[src/sv/swrm_pkg.sv]
package swrm_pkg;

    localparam int unsigned SWR_MAX      = 9990;
    localparam int unsigned SWR_UNITY    = 100;
    localparam int unsigned FWD_SHIFT    = 4;
    localparam int unsigned DIODE_OFFSET = 82;
    localparam int unsigned BRIDGE_DIV   = 84;
    localparam int unsigned POWER_DIV    = 50000;

    // queue depths between the parts
    localparam int unsigned SWRM_CMD_DEPTH = 2;
    localparam int unsigned SWRM_RES_DEPTH = 2;

    // reciprocal multipliers: exact floor division for the operand widths used
    localparam int unsigned VC_W       = 21;
    localparam int unsigned BRIDGE_SH  = VC_W + 7;
    localparam logic [21:0] BRIDGE_M   =
        22'(((64'd1 << BRIDGE_SH) + 64'(BRIDGE_DIV) - 64'd1) / 64'(BRIDGE_DIV));
    localparam int unsigned SQ_W       = 28;
    localparam int unsigned POWER_SH   = SQ_W + 16;
    localparam logic [28:0] POWER_M    =
        29'(((64'd1 << POWER_SH) + 64'(POWER_DIV) - 64'd1) / 64'(POWER_DIV));

    // swr division: quotient is known to stay below 2^QUO_W once clamping is ruled out
    localparam int unsigned QUO_W       = 14;
    localparam int unsigned PREP_CYCLES = 5;

    localparam int unsigned CFG_IDX_W  = 3;
    localparam int unsigned CFG_DATA_W = 16;

    localparam logic [CFG_IDX_W-1:0] CFG_MIN_FORWARD   = 3'd0;
    localparam logic [CFG_IDX_W-1:0] CFG_POWER_CAL     = 3'd1;
    localparam logic [CFG_IDX_W-1:0] CFG_MIN_POWER     = 3'd2;
    localparam logic [CFG_IDX_W-1:0] CFG_SWR_TRIGGER   = 3'd3;
    localparam logic [CFG_IDX_W-1:0] CFG_PROTECT_TICKS = 3'd4;
    localparam logic [CFG_IDX_W-1:0] CFG_PTT2_INVERTED = 3'd5;

    typedef struct packed {
        logic [15:0] forward_level;
        logic [15:0] reflected_level;
        logic        keyed;
        logic        over_temperature;
    } t_in_item;

    typedef struct packed {
        logic [13:0] swr_x100;
        logic [15:0] power_mw;
        logic        alarm_active;
        logic        ptt2_level;
    } t_out_item;

    typedef struct packed {
        logic [15:0] min_forward_level;
        logic [7:0]  power_calibration;
        logic [15:0] min_power_mw;
        logic [7:0]  swr_trigger_x10;
        logic [7:0]  protect_ticks;
        logic        ptt2_inverted;
    } t_cfg;

    // classified sample handed from front to back
    typedef struct packed {
        logic [15:0] forward_level;
        logic [15:0] reflected_level;
        logic        measure;
        logic        below_min;
        logic        refl_ge_fwd;
    } t_cmd;

endpackage

[src/sv/swr_meter_with_alarm.sv]
// swr and forward power meter with high-swr alarm and secondary ptt line.
// input side: drive i_item and raise push; a transaction completes on a clock
// edge with push high and full low. results: while empty is low the oldest
// result sits on o_result; pop high on a clock edge takes it.
// configuration: i_cfg_we with i_cfg_idx/i_cfg_data writes one register; the
// user must write only while the meter is idle, which the block itself does
// not enforce; unknown indexes are ignored. a front stage classifies each
// sample into a 2-entry command queue; the back stage runs a power chain
// (v, vc, p1, sq, pw; two reciprocal multiplies) and then a 14-step restoring
// divider for 100*(f+r)/(f-r), one quotient bit a cycle. the back stage takes
// no new sample until it has written the last result, passing through pop,
// the power chain, the divider loop and the write state in turn.
// if the receiver stops popping, results collect in a 2-entry result queue,
// then the back stage holds, then the command queue fills and full rises.
// synchronous active-low reset empties both queues, loads the register reset
// values and sets swr 1.00, alarm off, ptt2 at its released level.
module swr_meter_with_alarm import swrm_pkg::*; #(
    parameter int unsigned CMD_DEPTH = SWRM_CMD_DEPTH,
    parameter int unsigned RES_DEPTH = SWRM_RES_DEPTH
) (
    input  logic                  i_clk,
    input  logic                  i_rst_n,
    input  logic                  push,
    output logic                  full,
    input  t_in_item              i_item,
    output logic                  empty,
    input  logic                  pop,
    output t_out_item             o_result,
    input  logic                  i_cfg_we,
    input  logic [CFG_IDX_W-1:0]  i_cfg_idx,
    input  logic [CFG_DATA_W-1:0] i_cfg_data
);

    t_cfg      r_cfg, n_cfg;
    t_cmd      w_cmd_in, w_cmd_out;
    logic      w_cmd_empty, w_cmd_pop;
    logic      w_res_full, w_res_push;
    t_out_item w_res;

    always_comb begin
        n_cfg = r_cfg;
        if (i_cfg_we) begin
            case (i_cfg_idx)
                CFG_MIN_FORWARD:   n_cfg.min_forward_level = i_cfg_data;
                CFG_POWER_CAL:     n_cfg.power_calibration = i_cfg_data[7:0];
                CFG_MIN_POWER:     n_cfg.min_power_mw      = i_cfg_data;
                CFG_SWR_TRIGGER:   n_cfg.swr_trigger_x10   = i_cfg_data[7:0];
                CFG_PROTECT_TICKS: n_cfg.protect_ticks     = i_cfg_data[7:0];
                CFG_PTT2_INVERTED: n_cfg.ptt2_inverted     = i_cfg_data[0];
                default:           n_cfg = r_cfg;
            endcase
        end
    end

    always_ff @(posedge i_clk) begin
        if (!i_rst_n) begin
            r_cfg.min_forward_level <= 16'd256;
            r_cfg.power_calibration <= 8'd128;
            r_cfg.min_power_mw      <= 16'd500;
            r_cfg.swr_trigger_x10   <= 8'd27;
            r_cfg.protect_ticks     <= 8'd10;
            r_cfg.ptt2_inverted     <= 1'b0;
        end else begin
            r_cfg <= n_cfg;
        end
    end

    swrm_front u_front (
        .i_item (i_item),
        .i_cfg  (r_cfg),
        .o_cmd  (w_cmd_in)
    );

    swrm_fifo #(
        .WIDTH ($bits(t_cmd)),
        .DEPTH (CMD_DEPTH)
    ) u_cmd_q (
        .i_clk   (i_clk),
        .i_rst_n (i_rst_n),
        .i_push  (push),
        .i_data  (w_cmd_in),
        .o_full  (full),
        .i_pop   (w_cmd_pop),
        .o_data  (w_cmd_out),
        .o_empty (w_cmd_empty)
    );

    swrm_back u_back (
        .i_clk       (i_clk),
        .i_rst_n     (i_rst_n),
        .i_cfg       (r_cfg),
        .i_cmd_empty (w_cmd_empty),
        .i_cmd       (w_cmd_out),
        .o_cmd_pop   (w_cmd_pop),
        .i_res_full  (w_res_full),
        .o_res_push  (w_res_push),
        .o_res       (w_res)
    );

    swrm_fifo #(
        .WIDTH ($bits(t_out_item)),
        .DEPTH (RES_DEPTH)
    ) u_res_q (
        .i_clk   (i_clk),
        .i_rst_n (i_rst_n),
        .i_push  (w_res_push),
        .i_data  (w_res),
        .o_full  (w_res_full),
        .i_pop   (pop),
        .o_data  (o_result),
        .o_empty (empty)
    );

endmodule

[src/sv/swrm_fifo.sv]
module swrm_fifo #(
    parameter int unsigned WIDTH = 8,
    parameter int unsigned DEPTH = 2
) (
    input  logic             i_clk,
    input  logic             i_rst_n,
    input  logic             i_push,
    input  logic [WIDTH-1:0] i_data,
    output logic             o_full,
    input  logic             i_pop,
    output logic [WIDTH-1:0] o_data,
    output logic             o_empty
);

    localparam int unsigned PTR_W = (DEPTH > 1) ? $clog2(DEPTH) : 1;
    localparam int unsigned CNT_W = $clog2(DEPTH + 1);
    localparam logic [PTR_W-1:0] LAST = PTR_W'(DEPTH - 1);

    logic [WIDTH-1:0] r_mem [DEPTH];
    logic [PTR_W-1:0] r_wr, n_wr;
    logic [PTR_W-1:0] r_rd, n_rd;
    logic [CNT_W-1:0] r_cnt, n_cnt;
    logic             w_wr_en, w_rd_en;

    assign o_full  = (r_cnt == CNT_W'(DEPTH));
    assign o_empty = (r_cnt == '0);
    assign o_data  = r_mem[r_rd];
    assign w_wr_en = i_push && !o_full;
    assign w_rd_en = i_pop && !o_empty;

    always_comb begin
        n_wr  = r_wr;
        n_rd  = r_rd;
        n_cnt = r_cnt;
        if (w_wr_en) begin
            n_wr = (r_wr == LAST) ? '0 : r_wr + 1'b1;
        end
        if (w_rd_en) begin
            n_rd = (r_rd == LAST) ? '0 : r_rd + 1'b1;
        end
        if (w_wr_en && !w_rd_en) begin
            n_cnt = r_cnt + 1'b1;
        end else if (!w_wr_en && w_rd_en) begin
            n_cnt = r_cnt - 1'b1;
        end
    end

    always_ff @(posedge i_clk) begin
        if (!i_rst_n) begin
            r_wr  <= '0;
            r_rd  <= '0;
            r_cnt <= '0;
        end else begin
            r_wr  <= n_wr;
            r_rd  <= n_rd;
            r_cnt <= n_cnt;
        end
    end

    always_ff @(posedge i_clk) begin
        if (w_wr_en) begin
            r_mem[r_wr] <= i_data;
        end
    end

endmodule

[src/sv/swrm_front.sv]
module swrm_front import swrm_pkg::*; (
    input  t_in_item i_item,
    input  t_cfg     i_cfg,
    output t_cmd     o_cmd
);

    always_comb begin
        o_cmd.forward_level   = i_item.forward_level;
        o_cmd.reflected_level = i_item.reflected_level;
        o_cmd.measure         = i_item.keyed && !i_item.over_temperature;
        o_cmd.below_min       = i_item.forward_level < i_cfg.min_forward_level;
        o_cmd.refl_ge_fwd     = i_item.reflected_level >= i_item.forward_level;
    end

endmodule

[src/sv/swrm_back.sv]
module swrm_back import swrm_pkg::*; (
    input  logic      i_clk,
    input  logic      i_rst_n,
    input  t_cfg      i_cfg,
    input  logic      i_cmd_empty,
    input  t_cmd      i_cmd,
    output logic      o_cmd_pop,
    input  logic      i_res_full,
    output logic      o_res_push,
    output t_out_item o_res
);

    typedef enum logic [3:0] {
        ST_IDLE  = 4'b0001,
        ST_PREP  = 4'b0010,
        ST_DIV   = 4'b0100,
        ST_WRITE = 4'b1000
    } t_state;

    t_state r_state, n_state;
    logic [3:0] r_cnt, n_cnt;
    t_cmd  r_cmd;

    // power chain
    logic [12:0]     r_v;
    logic [VC_W-1:0] r_vc;
    logic [13:0]     r_p1;
    logic [SQ_W-1:0] r_sq;
    logic [15:0]     r_pw;
    logic [42:0]     w_p1_prod;
    logic [56:0]     w_pw_prod;

    // swr division
    logic [23:0]      r_num;
    logic [15:0]      r_den;
    logic [29:0]      r_lim;
    logic             r_clamp, n_clamp;
    logic [15:0]      r_rem, n_rem;
    logic [QUO_W-1:0] r_nlo, n_nlo;
    logic [QUO_W-1:0] r_quo, n_quo;
    logic [16:0]      w_trial;

    // meter state
    logic        r_high, n_high;
    logic [7:0]  r_pat, n_pat;
    logic        r_alarm, n_alarm;
    logic [13:0] r_held, n_held;
    logic        r_ptt2, n_ptt2;
    logic [13:0] w_swr;
    logic [13:0] w_trig;
    logic        w_released;

    assign w_p1_prod = 43'(r_vc) * 43'(BRIDGE_M);
    assign w_pw_prod = 57'(r_sq) * 57'(POWER_M);

    always_ff @(posedge i_clk) begin
        if (o_cmd_pop) begin
            r_cmd <= i_cmd;
        end
        r_v   <= (r_cmd.forward_level != '0)
               ? 13'(r_cmd.forward_level >> FWD_SHIFT) + 13'(DIODE_OFFSET) : '0;
        r_vc  <= VC_W'(r_v) * VC_W'(i_cfg.power_calibration);
        r_p1  <= w_p1_prod[BRIDGE_SH+13:BRIDGE_SH];
        r_sq  <= SQ_W'(r_p1) * SQ_W'(r_p1);
        r_pw  <= 16'(w_pw_prod[56:POWER_SH]);
        r_num <= 24'(17'(r_cmd.forward_level) + 17'(r_cmd.reflected_level))
               * 24'(SWR_UNITY);
        r_den <= r_cmd.forward_level - r_cmd.reflected_level;
        r_lim <= 30'(r_den) * 30'(SWR_MAX);
        r_clamp <= n_clamp;
        r_rem   <= n_rem;
        r_nlo   <= n_nlo;
        r_quo   <= n_quo;
    end

    assign w_trial    = {r_rem, r_nlo[QUO_W-1]};
    assign w_released = ~i_cfg.ptt2_inverted;
    assign w_trig     = 14'(i_cfg.swr_trigger_x10) * 14'd10;

    always_comb begin
        if (!r_cmd.measure) begin
            w_swr = r_held;
        end else if (r_cmd.below_min) begin
            w_swr = 14'(SWR_UNITY);
        end else if (r_cmd.refl_ge_fwd || r_clamp) begin
            w_swr = 14'(SWR_MAX);
        end else begin
            w_swr = r_quo;
        end
    end

    always_comb begin
        n_state    = r_state;
        n_cnt      = r_cnt;
        n_clamp    = r_clamp;
        n_rem      = r_rem;
        n_nlo      = r_nlo;
        n_quo      = r_quo;
        n_high     = r_high;
        n_pat      = r_pat;
        n_alarm    = r_alarm;
        n_held     = r_held;
        n_ptt2     = r_ptt2;
        o_cmd_pop  = 1'b0;
        o_res_push = 1'b0;
        case (r_state)
            ST_IDLE: begin
                if (!i_cmd_empty) begin
                    o_cmd_pop = 1'b1;
                    n_cnt     = '0;
                    n_state   = ST_PREP;
                end
            end
            ST_PREP: begin
                n_cnt = r_cnt + 1'b1;
                if (r_cnt == 4'(PREP_CYCLES - 1)) begin
                    n_clamp = 30'(r_num) >= r_lim;
                    n_rem   = 16'(r_num[23:QUO_W]);
                    n_nlo   = r_num[QUO_W-1:0];
                    n_quo   = '0;
                    n_cnt   = '0;
                    n_state = ST_DIV;
                end
            end
            ST_DIV: begin
                n_cnt = r_cnt + 1'b1;
                n_nlo = r_nlo << 1;
                if (w_trial >= {1'b0, r_den}) begin
                    n_rem = 16'(w_trial - {1'b0, r_den});
                    n_quo = {r_quo[QUO_W-2:0], 1'b1};
                end else begin
                    n_rem = w_trial[15:0];
                    n_quo = {r_quo[QUO_W-2:0], 1'b0};
                end
                if (r_cnt == 4'(QUO_W - 1)) begin
                    n_state = ST_WRITE;
                end
            end
            ST_WRITE: begin
                if (!i_res_full) begin
                    o_res_push = 1'b1;
                    n_state    = ST_IDLE;
                    if (r_cmd.measure) begin
                        n_held = w_swr;
                        if (r_pw > i_cfg.min_power_mw && w_swr > w_trig) begin
                            if (!r_high) begin
                                n_high = 1'b1;
                            end else begin
                                n_alarm = 1'b1;
                                n_ptt2  = w_released;
                                n_pat   = i_cfg.protect_ticks;
                            end
                        end else if (r_pat == '0) begin
                            n_alarm = 1'b0;
                            n_ptt2  = ~w_released;
                            n_high  = 1'b0;
                        end else begin
                            n_pat = r_pat - 1'b1;
                        end
                    end else begin
                        n_alarm = 1'b0;
                        n_ptt2  = w_released;
                    end
                end
            end
            default: begin
                n_state = ST_IDLE;
            end
        endcase
    end

    always_comb begin
        o_res.swr_x100     = n_held;
        o_res.power_mw     = r_pw;
        o_res.alarm_active = n_alarm;
        o_res.ptt2_level   = n_ptt2;
    end

    always_ff @(posedge i_clk) begin
        if (!i_rst_n) begin
            r_state <= ST_IDLE;
            r_cnt   <= '0;
            r_high  <= 1'b0;
            r_pat   <= '0;
            r_alarm <= 1'b0;
            r_held  <= 14'(SWR_UNITY);
            r_ptt2  <= 1'b1;
        end else begin
            r_state <= n_state;
            r_cnt   <= n_cnt;
            r_high  <= n_high;
            r_pat   <= n_pat;
            r_alarm <= n_alarm;
            r_held  <= n_held;
            r_ptt2  <= n_ptt2;
        end
    end

endmodule
[config.mk]
export PLATFORM = sky130hd
export DESIGN_NAME = swr_meter_with_alarm
export DESIGN_NICKNAME = d
export VERILOG_FILES = /design/src/sv/swrm_pkg.sv /design/src/sv/swr_meter_with_alarm.sv /design/src/sv/swrm_fifo.sv /design/src/sv/swrm_front.sv /design/src/sv/swrm_back.sv
export SDC_FILE = /design/constraint.sdc
export NUM_CORES = 2
export LEC_CHECK = 0
export BUFFER_PORTS_ARGS = -buffer_cell sky130_fd_sc_hd__clkbuf_2
export CELL_PAD_IN_SITES_DETAIL_PLACEMENT = 0
export CELL_PAD_IN_SITES_GLOBAL_PLACEMENT = 2
export CORE_MARGIN = 4
export CORE_UTILIZATION = 25
export CTS_CLUSTER_DIAMETER = 120
export DETAILED_ROUTE_END_ITERATION = 10
export GPL_TIMING_DRIVEN = 1
export HOLD_SLACK_MARGIN = 0.02
export PLACE_DENSITY_LB_ADDON = 0.1
export SKIP_CTS_REPAIR_TIMING = 1
export SLEW_MARGIN = 15
export SYNTH_ARGS = -nofsm -noshare
export SYNTH_HDL_FRONTEND = slang
export SYNTH_SLANG_ARGS = --single-unit
[constraint.sdc]
create_clock -name i_clk -period 8.3 [get_ports i_clk]
set_input_delay 1.66 -clock i_clk [delete_from_list [all_inputs] [get_ports i_clk]]
set_output_delay 1.66 -clock i_clk [all_outputs]
set_load 0.05 [all_outputs]
**Word-level counts from Yosys, hierarchy flattened**

Memory sizes are Yosys's and may differ from the RTL's. A register that Yosys moved wholly into a read port is not among the register bits.
Cells that the tools add are included.

- Add/subtract/negate cells: 14
- Multiply operators: 7
- Magnitude comparators: 6
- Equal/unequal tests: 19
- Mux-type cells: 57
- Bitwise gates (word level): 2
- Reductions and logical operators: 42

Operator list:

| operator | count |
|---|---|
| $mux 14 | 8 |
| $mul 28x29->57 const B | 1 |
| $pmux 14 s2 | 2 |
| $mul 21x22->42 const B | 1 |
| $mux 16 | 2 |
| $pmux 16 s2 | 1 |
| $sub 16x16->16 | 2 |
| $ge 24x30->1 | 1 |
| $mul 16x13->29 const B | 1 |
| $mux 1 | 29 |
| $mul 14x14->28 | 1 |
| $mul 24x5->22 const B | 1 |
| $mux 4 | 6 |
| $mux 8 | 3 |
| $mul 13x8->21 | 1 |
| $reduce_and 2->1 | 9 |
| $add 16x16->17 | 1 |
| $ge 17x16->1 | 1 |
| $ge 16x16->1 | 1 |
| $gt 13x16->1 | 1 |
| $lt 16x16->1 | 1 |
| $pmux 4 s4 | 1 |
| $reduce_bool 16->1 | 1 |
| $gt 14x12->1 | 1 |
| 30 further kinds | 70 |

- Register bits: 299
- Memory bits (writable): 128
- Bits of input ports: 58
- Output and inout bits: 34
- Word-level logic and storage cells: 180
- Memories kept: 2

Memories:

| name | words | width | rd ports | clocked after memory_dff | wr ports | RTL line | RTL |
|---|---|---|---|---|---|---|---|
| u_cmd_q.r_mem | 2 | 35 | 1 | 1 | 1 | swrm_fifo.sv:19 | `logic [WIDTH-1:0] r_mem [DEPTH];` |
| u_res_q.r_mem | 2 | 29 | 1 | 1 | 1 | swrm_fifo.sv:19 |  |

**Depth between registers and ports, before layout**

- Depth in word-level cells: 10
- Mapped depth: 25
- Mapped depth without buffers: 25

**Cells and area by module**

Synthesis repeated with hierarchy kept, for this count alone.

- Cells, all modules: 5163
- Area, all modules: 52019.9 µm²

Modules (own cells, without submodules):

| module | instances | cells each | area each (µm²) | sequential area each (µm²) |
|---|---|---|---|---|
| swrm_back | 1 | 4548 | 43456.7 | 6085.8 |
| swrm_fifo (u_cmd_q) | 1 | 134 | 2757.6 | 2202.1 |
| swrm_fifo (u_res_q) | 1 | 125 | 2536.2 | 2021.9 |
| swr_meter_with_alarm | 1 | 218 | 2224.6 | 1141.1 |
| swrm_front | 1 | 138 | 1044.8 | 0.0 |

**Worst setup path after synthesis**

Ideal clock, no wire load.

- Path kind: reg2reg
- Start: reg u_back.r_sq[10]
- End: reg u_back.r_pw[12]
- Setup time: 123 ps
- Data arrival time: 6016 ps
- Data required time: 8177 ps
- Setup slack: 2161 ps
- Cell stages (with the launch flop): 24
- Buffers on the path: 0
- Clock period less this slack: 6139 ps
- Cells stage by stage: dfxtp_1 -> inv_1 -> fa_1 -> fa_1 -> inv_1 -> fa_1 -> inv_1 -> fa_1 -> inv_1 -> fa_1 -> fa_1 -> inv_1 -> fa_1 -> inv_1 -> ha_1 -> nand2_1 -> nor2_1 -> a211oi_1 -> nand3_1 -> o31ai_1 -> a21oi_1 -> nor4_1 -> o31ai_1 -> xnor2_1

- Longest elaborated chain between the ends: 1

Ends and longest elaborated chain:

| item | RTL line | RTL |
|---|---|---|
| from (decl) | swrm_back.sv:28 | `logic [SQ_W-1:0] r_sq;` |
| from (signal assigned) | swrm_back.sv:64 | `r_sq <= SQ_W'(r_p1) * SQ_W'(r_p1);` |
| $mul 28x29->57 | swrm_back.sv:54 | `assign w_pw_prod = 57'(r_sq) * 57'(POWER_M);` |
| named net u_back.w_pw_prod[56] | swrm_back.sv:31 | `logic [56:0] w_pw_prod;` |
| to (signal assigned) | swrm_back.sv:65 | `r_pw <= 16'(w_pw_prod[56:POWER_SH]);` |
| to (decl) | swrm_back.sv:29 | `logic [15:0] r_pw;` |

The timed path passes the listed nets, and every way through them passes these cells.
A chain may end at the register's enable or synchronous reset.

**Worst setup path after layout**

- Start: reg u_back.r_sq[11]
- End: reg u_back.r_pw[11]

The elaborated chain is that of the path after synthesis.

==> metrics.log <==
[metrics] insertion delay to the later sink of the worst-skew pair: 720 ps
[metrics] dpl hpwl: 126000 µm
[metrics] worst clock skew: 98.6 ps
[metrics] Post-Syn Area per Cell: 10.1 µm²
[metrics] count of flip-flops with a built-in enable after synthesis: 206
[metrics] full die area: 209000 µm²
[metrics] Maximum Capacitance Violations: 0
[metrics] level count of the clock H-tree: 2
[metrics] Setup Total Neg Slack: 0 ps
[metrics] Non-Filler Instances: 7796
[metrics] Detailed Routing Iterations Pass 1: 5
[metrics] synthesized-area fraction occupied by xor and xnor cells: 2.99%
[metrics] leftover overflow at the end of global routing: 0
[metrics] result of the run: complete, no violations
[metrics] largest net degree at the start of global routing: 57
[metrics] hold violation total from the final report: 0
[metrics] area leader, netlist: sky130_fd_sc_hd__fa_1
[metrics] vias after detailed routing: 32500
[metrics] number of global-route vias before repair: 35800
[metrics] Total Routed Length: 148000 µm
[metrics] routed wirelength normalized by instance count: 19.0 µm
[metrics] arrival time reported for the critical path endpoint: 8030 ps
[metrics] worst hold-check path type: reg2reg
[metrics] portion of the clock cycle consumed by the worst path in the final layout: 89.4%
[metrics] Slew Limit Fails: 0
[metrics] number of synthesized register bits: 459
[metrics] Synth Instances: 4980
[metrics] hold path depth: 2
[metrics] endpoint type of the worst setup path: flop
[metrics] Horiz. Die Dim: 457 µm
[metrics] RSZ-0062 raised after global routing: false
[metrics] clock-pin slew of the registers on the worst-case setup and hold paths: 60 ps
[metrics] global-route usage over all layers: 14.4%
[metrics] CTS tree: built
[metrics] Max-slew headroom: 27.7%
[metrics] basic-gate share of the synthesized area counting and, or, nand and nor cells: 8.70%
[metrics] share of the yosys chip area belonging to registers: 22.3%
[metrics] post-synth top area share: 24.3%
[metrics] starting density of the core: 25.2%
[metrics] I/O pins: 92
[metrics] Crit Path Category: reg2reg
[metrics] Max Buffers Root-to-Sink: 3
[metrics] cell with the most instances after synthesis: sky130_fd_sc_hd__inv_1
[metrics] area overhead of the layout relative to synthesis: 11.5%
[metrics] height of the die: 457 µm
[metrics] number of violations reported at the end of detailed-routing iteration 0: 1186
[metrics] proportion of layout cells with a drive suffix above 1: 6.46%
[metrics] adder-cell share of the synthesized area: 47.1%
[metrics] ys flop type: sky130_fd_sc_hd__dfxtp_1
[metrics] Cell Count Post-Placement: 7679
[metrics] number of cell rows: 164
[metrics] CTS root buf: sky130_fd_sc_hd__clkbuf_16
[metrics] ratio of routed vias to standard cells: 4.17
[metrics] synth top area cells: sky130_fd_sc_hd__fa_1, sky130_fd_sc_hd__ha_1, sky130_fd_sc_hd__edfxtp_1
[metrics] Final min period: 7420 ps
[metrics] largest fanout on the critical path: 8
[metrics] share of cell area taken by muxes after synthesis: 2.07%
[metrics] number of unique standard cell types used by synthesis: 92
[metrics] count of unresolved DRC violations after routing: 0
[metrics] setup violators final: 0
[metrics] Sinks on Clock Net: 459
[metrics] CP Data Required Time: 8910 ps
[metrics] netlist area before placement: 50400 µm²
[metrics] post-route antenna net violation count: 0
[metrics] initial antenna violation count: 5
[metrics] number of warnings issued by yosys: 0
[metrics] transition time of the tightest slew-check pin: 1090 ps
[metrics] Core Region: 200000 µm²
[metrics] placer's final routability congestion estimate: 0.845
[metrics] fin area: 56200 µm²
[metrics] setup slack on the worst flop-to-flop path: 880 ps
[metrics] Reg2Reg Depth: 23
[metrics] number of nets in the final layout: 6674
[metrics] Num CTS Buffers: 61
[metrics] dominant combinational cell family by area after synthesis: adder cells
[metrics] critical path startpoint category: flop
[metrics] maximum clock frequency: 135 MHz
[metrics] Port Buffers: 88
[metrics] post-synthesis async set-or-reset flop share: 0%
[metrics] Commonest cells post-synth: sky130_fd_sc_hd__inv_1, sky130_fd_sc_hd__ha_1, sky130_fd_sc_hd__fa_1
[metrics] wire length of the first global-routing pass: 228000 µm
[metrics] synthesized-area fraction occupied by ao, oa, aoi and oai cells: 7.62%
[metrics] dpl cell area: 54100 µm²
==> path summary, 6_finish.rpt <==
kind,end,start
max,u_back.r_pw[11],u_back.r_sq[11]
min,r_cfg[32],r_cfg[32]
max reg2reg,u_back.r_pw[11],u_back.r_sq[11]
min reg2reg,r_cfg[32],r_cfg[32]
==> worst max-delay path, cell delays in order, from the launching register on <==
cell                       delay (ps)
sky130_fd_sc_hd__dfxtp_1          580
sky130_fd_sc_hd__inv_1            120
sky130_fd_sc_hd__fa_1             480
sky130_fd_sc_hd__fa_1             520
sky130_fd_sc_hd__inv_1             60
sky130_fd_sc_hd__fa_1             530
sky130_fd_sc_hd__inv_1             50
sky130_fd_sc_hd__fa_1             520
sky130_fd_sc_hd__inv_1             50
sky130_fd_sc_hd__fa_1             460
sky130_fd_sc_hd__fa_1             540
sky130_fd_sc_hd__inv_1             50
sky130_fd_sc_hd__fa_1             530
sky130_fd_sc_hd__inv_1             40
sky130_fd_sc_hd__ha_1             330
sky130_fd_sc_hd__nand3_1          140
sky130_fd_sc_hd__nor2_1           280
sky130_fd_sc_hd__nand3_1          140
sky130_fd_sc_hd__a31oi_1          290
sky130_fd_sc_hd__o31ai_1          170
sky130_fd_sc_hd__a21boi_0         630
sky130_fd_sc_hd__o21ai_0          410
sky130_fd_sc_hd__o21ai_0          300
sky130_fd_sc_hd__xor2_1           170
==> layout by cell type, fill, tap and decap left out, drive strengths merged, types with 27 or more instances in the layout <==
cell type and instances:
dfxtp 253, mux2 75, ha 919, nand3 48, a21oi 193, o21ai 103
fa 611, inv 1144, edfxtp 206, nand4 27, clkbuf 167, buf 30
nand2 340, nor2 159, and2 124, nor3 44, nor2b 32, and3 28
a21o 88, xnor2 118, xor2 54
==> cells by family (layout without fill, tap and decap cells) <==
family | after synthesis | in the layout
xor gates and xnor gates | 172 | 172
muxes | 95 | 95
adders and majority gates | 1530 | 1530
AOI/OAI and AO/OA | 592 | 592
DFF | 459 | 459
and+or+nand+nor | 905 | 905
other | 2 | 11
buffers and inverters | 1225 | 1376
==> through the flow <==
| step | utilization [%] | setup slack, ps | hold WS (ps) |
|---|---|---|---|
| after global placement | 27.0 | 701 | 444 |
| final | 28.1 | 883 | 452 |
| after CTS | 28.1 | 750 | 454 |
| after floorplan | - | 2160 | 397 |
| after global routing | 28.1 | 402 | 485 |
| after detailed placement | 27.0 | 760 | 445 |
==> layer usage <==
layer / GRT usage, % / routed length [µm] / vias to the layer above
met3: 1.71 / 3740 / 93
met4: 2.47 / 2290 / 2
li1: - / - / 16300
met5: 0 / 13 / -
met2: 23.7 / 68300 / 240
met1: 20.4 / 73900 / 15800
==> cell type report <==
| cell class | count | area (µm²) |
|---|---|---|
| Antenna cell | 1 | 2.50 |
| Clock buffer | 79 | 1660 |
| Clock inverter | 37 | 429 |
| Fill cell | 21300 | 144000 |
| Inverter | 1142 | 4290 |
| Multi-Input combinational cell | 3304 | 34600 |
| Sequential cell | 459 | 11300 |
| Tap cell | 2656 | 3320 |
| Timing Repair Buffer | 118 | 666 |
==> state kept, by name (all words and copies together) (netlist names), 8 cells and up, named ones only <==
| register | cells |
|---|---|
| u_back.r_p1 | 14 |
| u_cmd_q.r_mem | 70 |
| u_back.r_vc | 21 |
| u_res_q.r_mem | 58 |
| u_back.r_pw | 13 |
| u_back.r_v | 13 |
| u_back.r_sq | 27 |
| r_cfg | 57 |
| u_back.r_pat | 8 |
| u_back.r_rem | 16 |
| u_back.r_nlo | 12 |
| u_back.r_num | 22 |
| u_back.r_held | 14 |
| u_back.r_lim | 29 |
| u_back.r_quo | 14 |
| u_back.r_den | 15 |
| u_back.r_cmd | 35 |
Power is left out: the tool's default activity adds up to more than one toggle a clock period on the data nets, which glitch-free logic cannot reach.
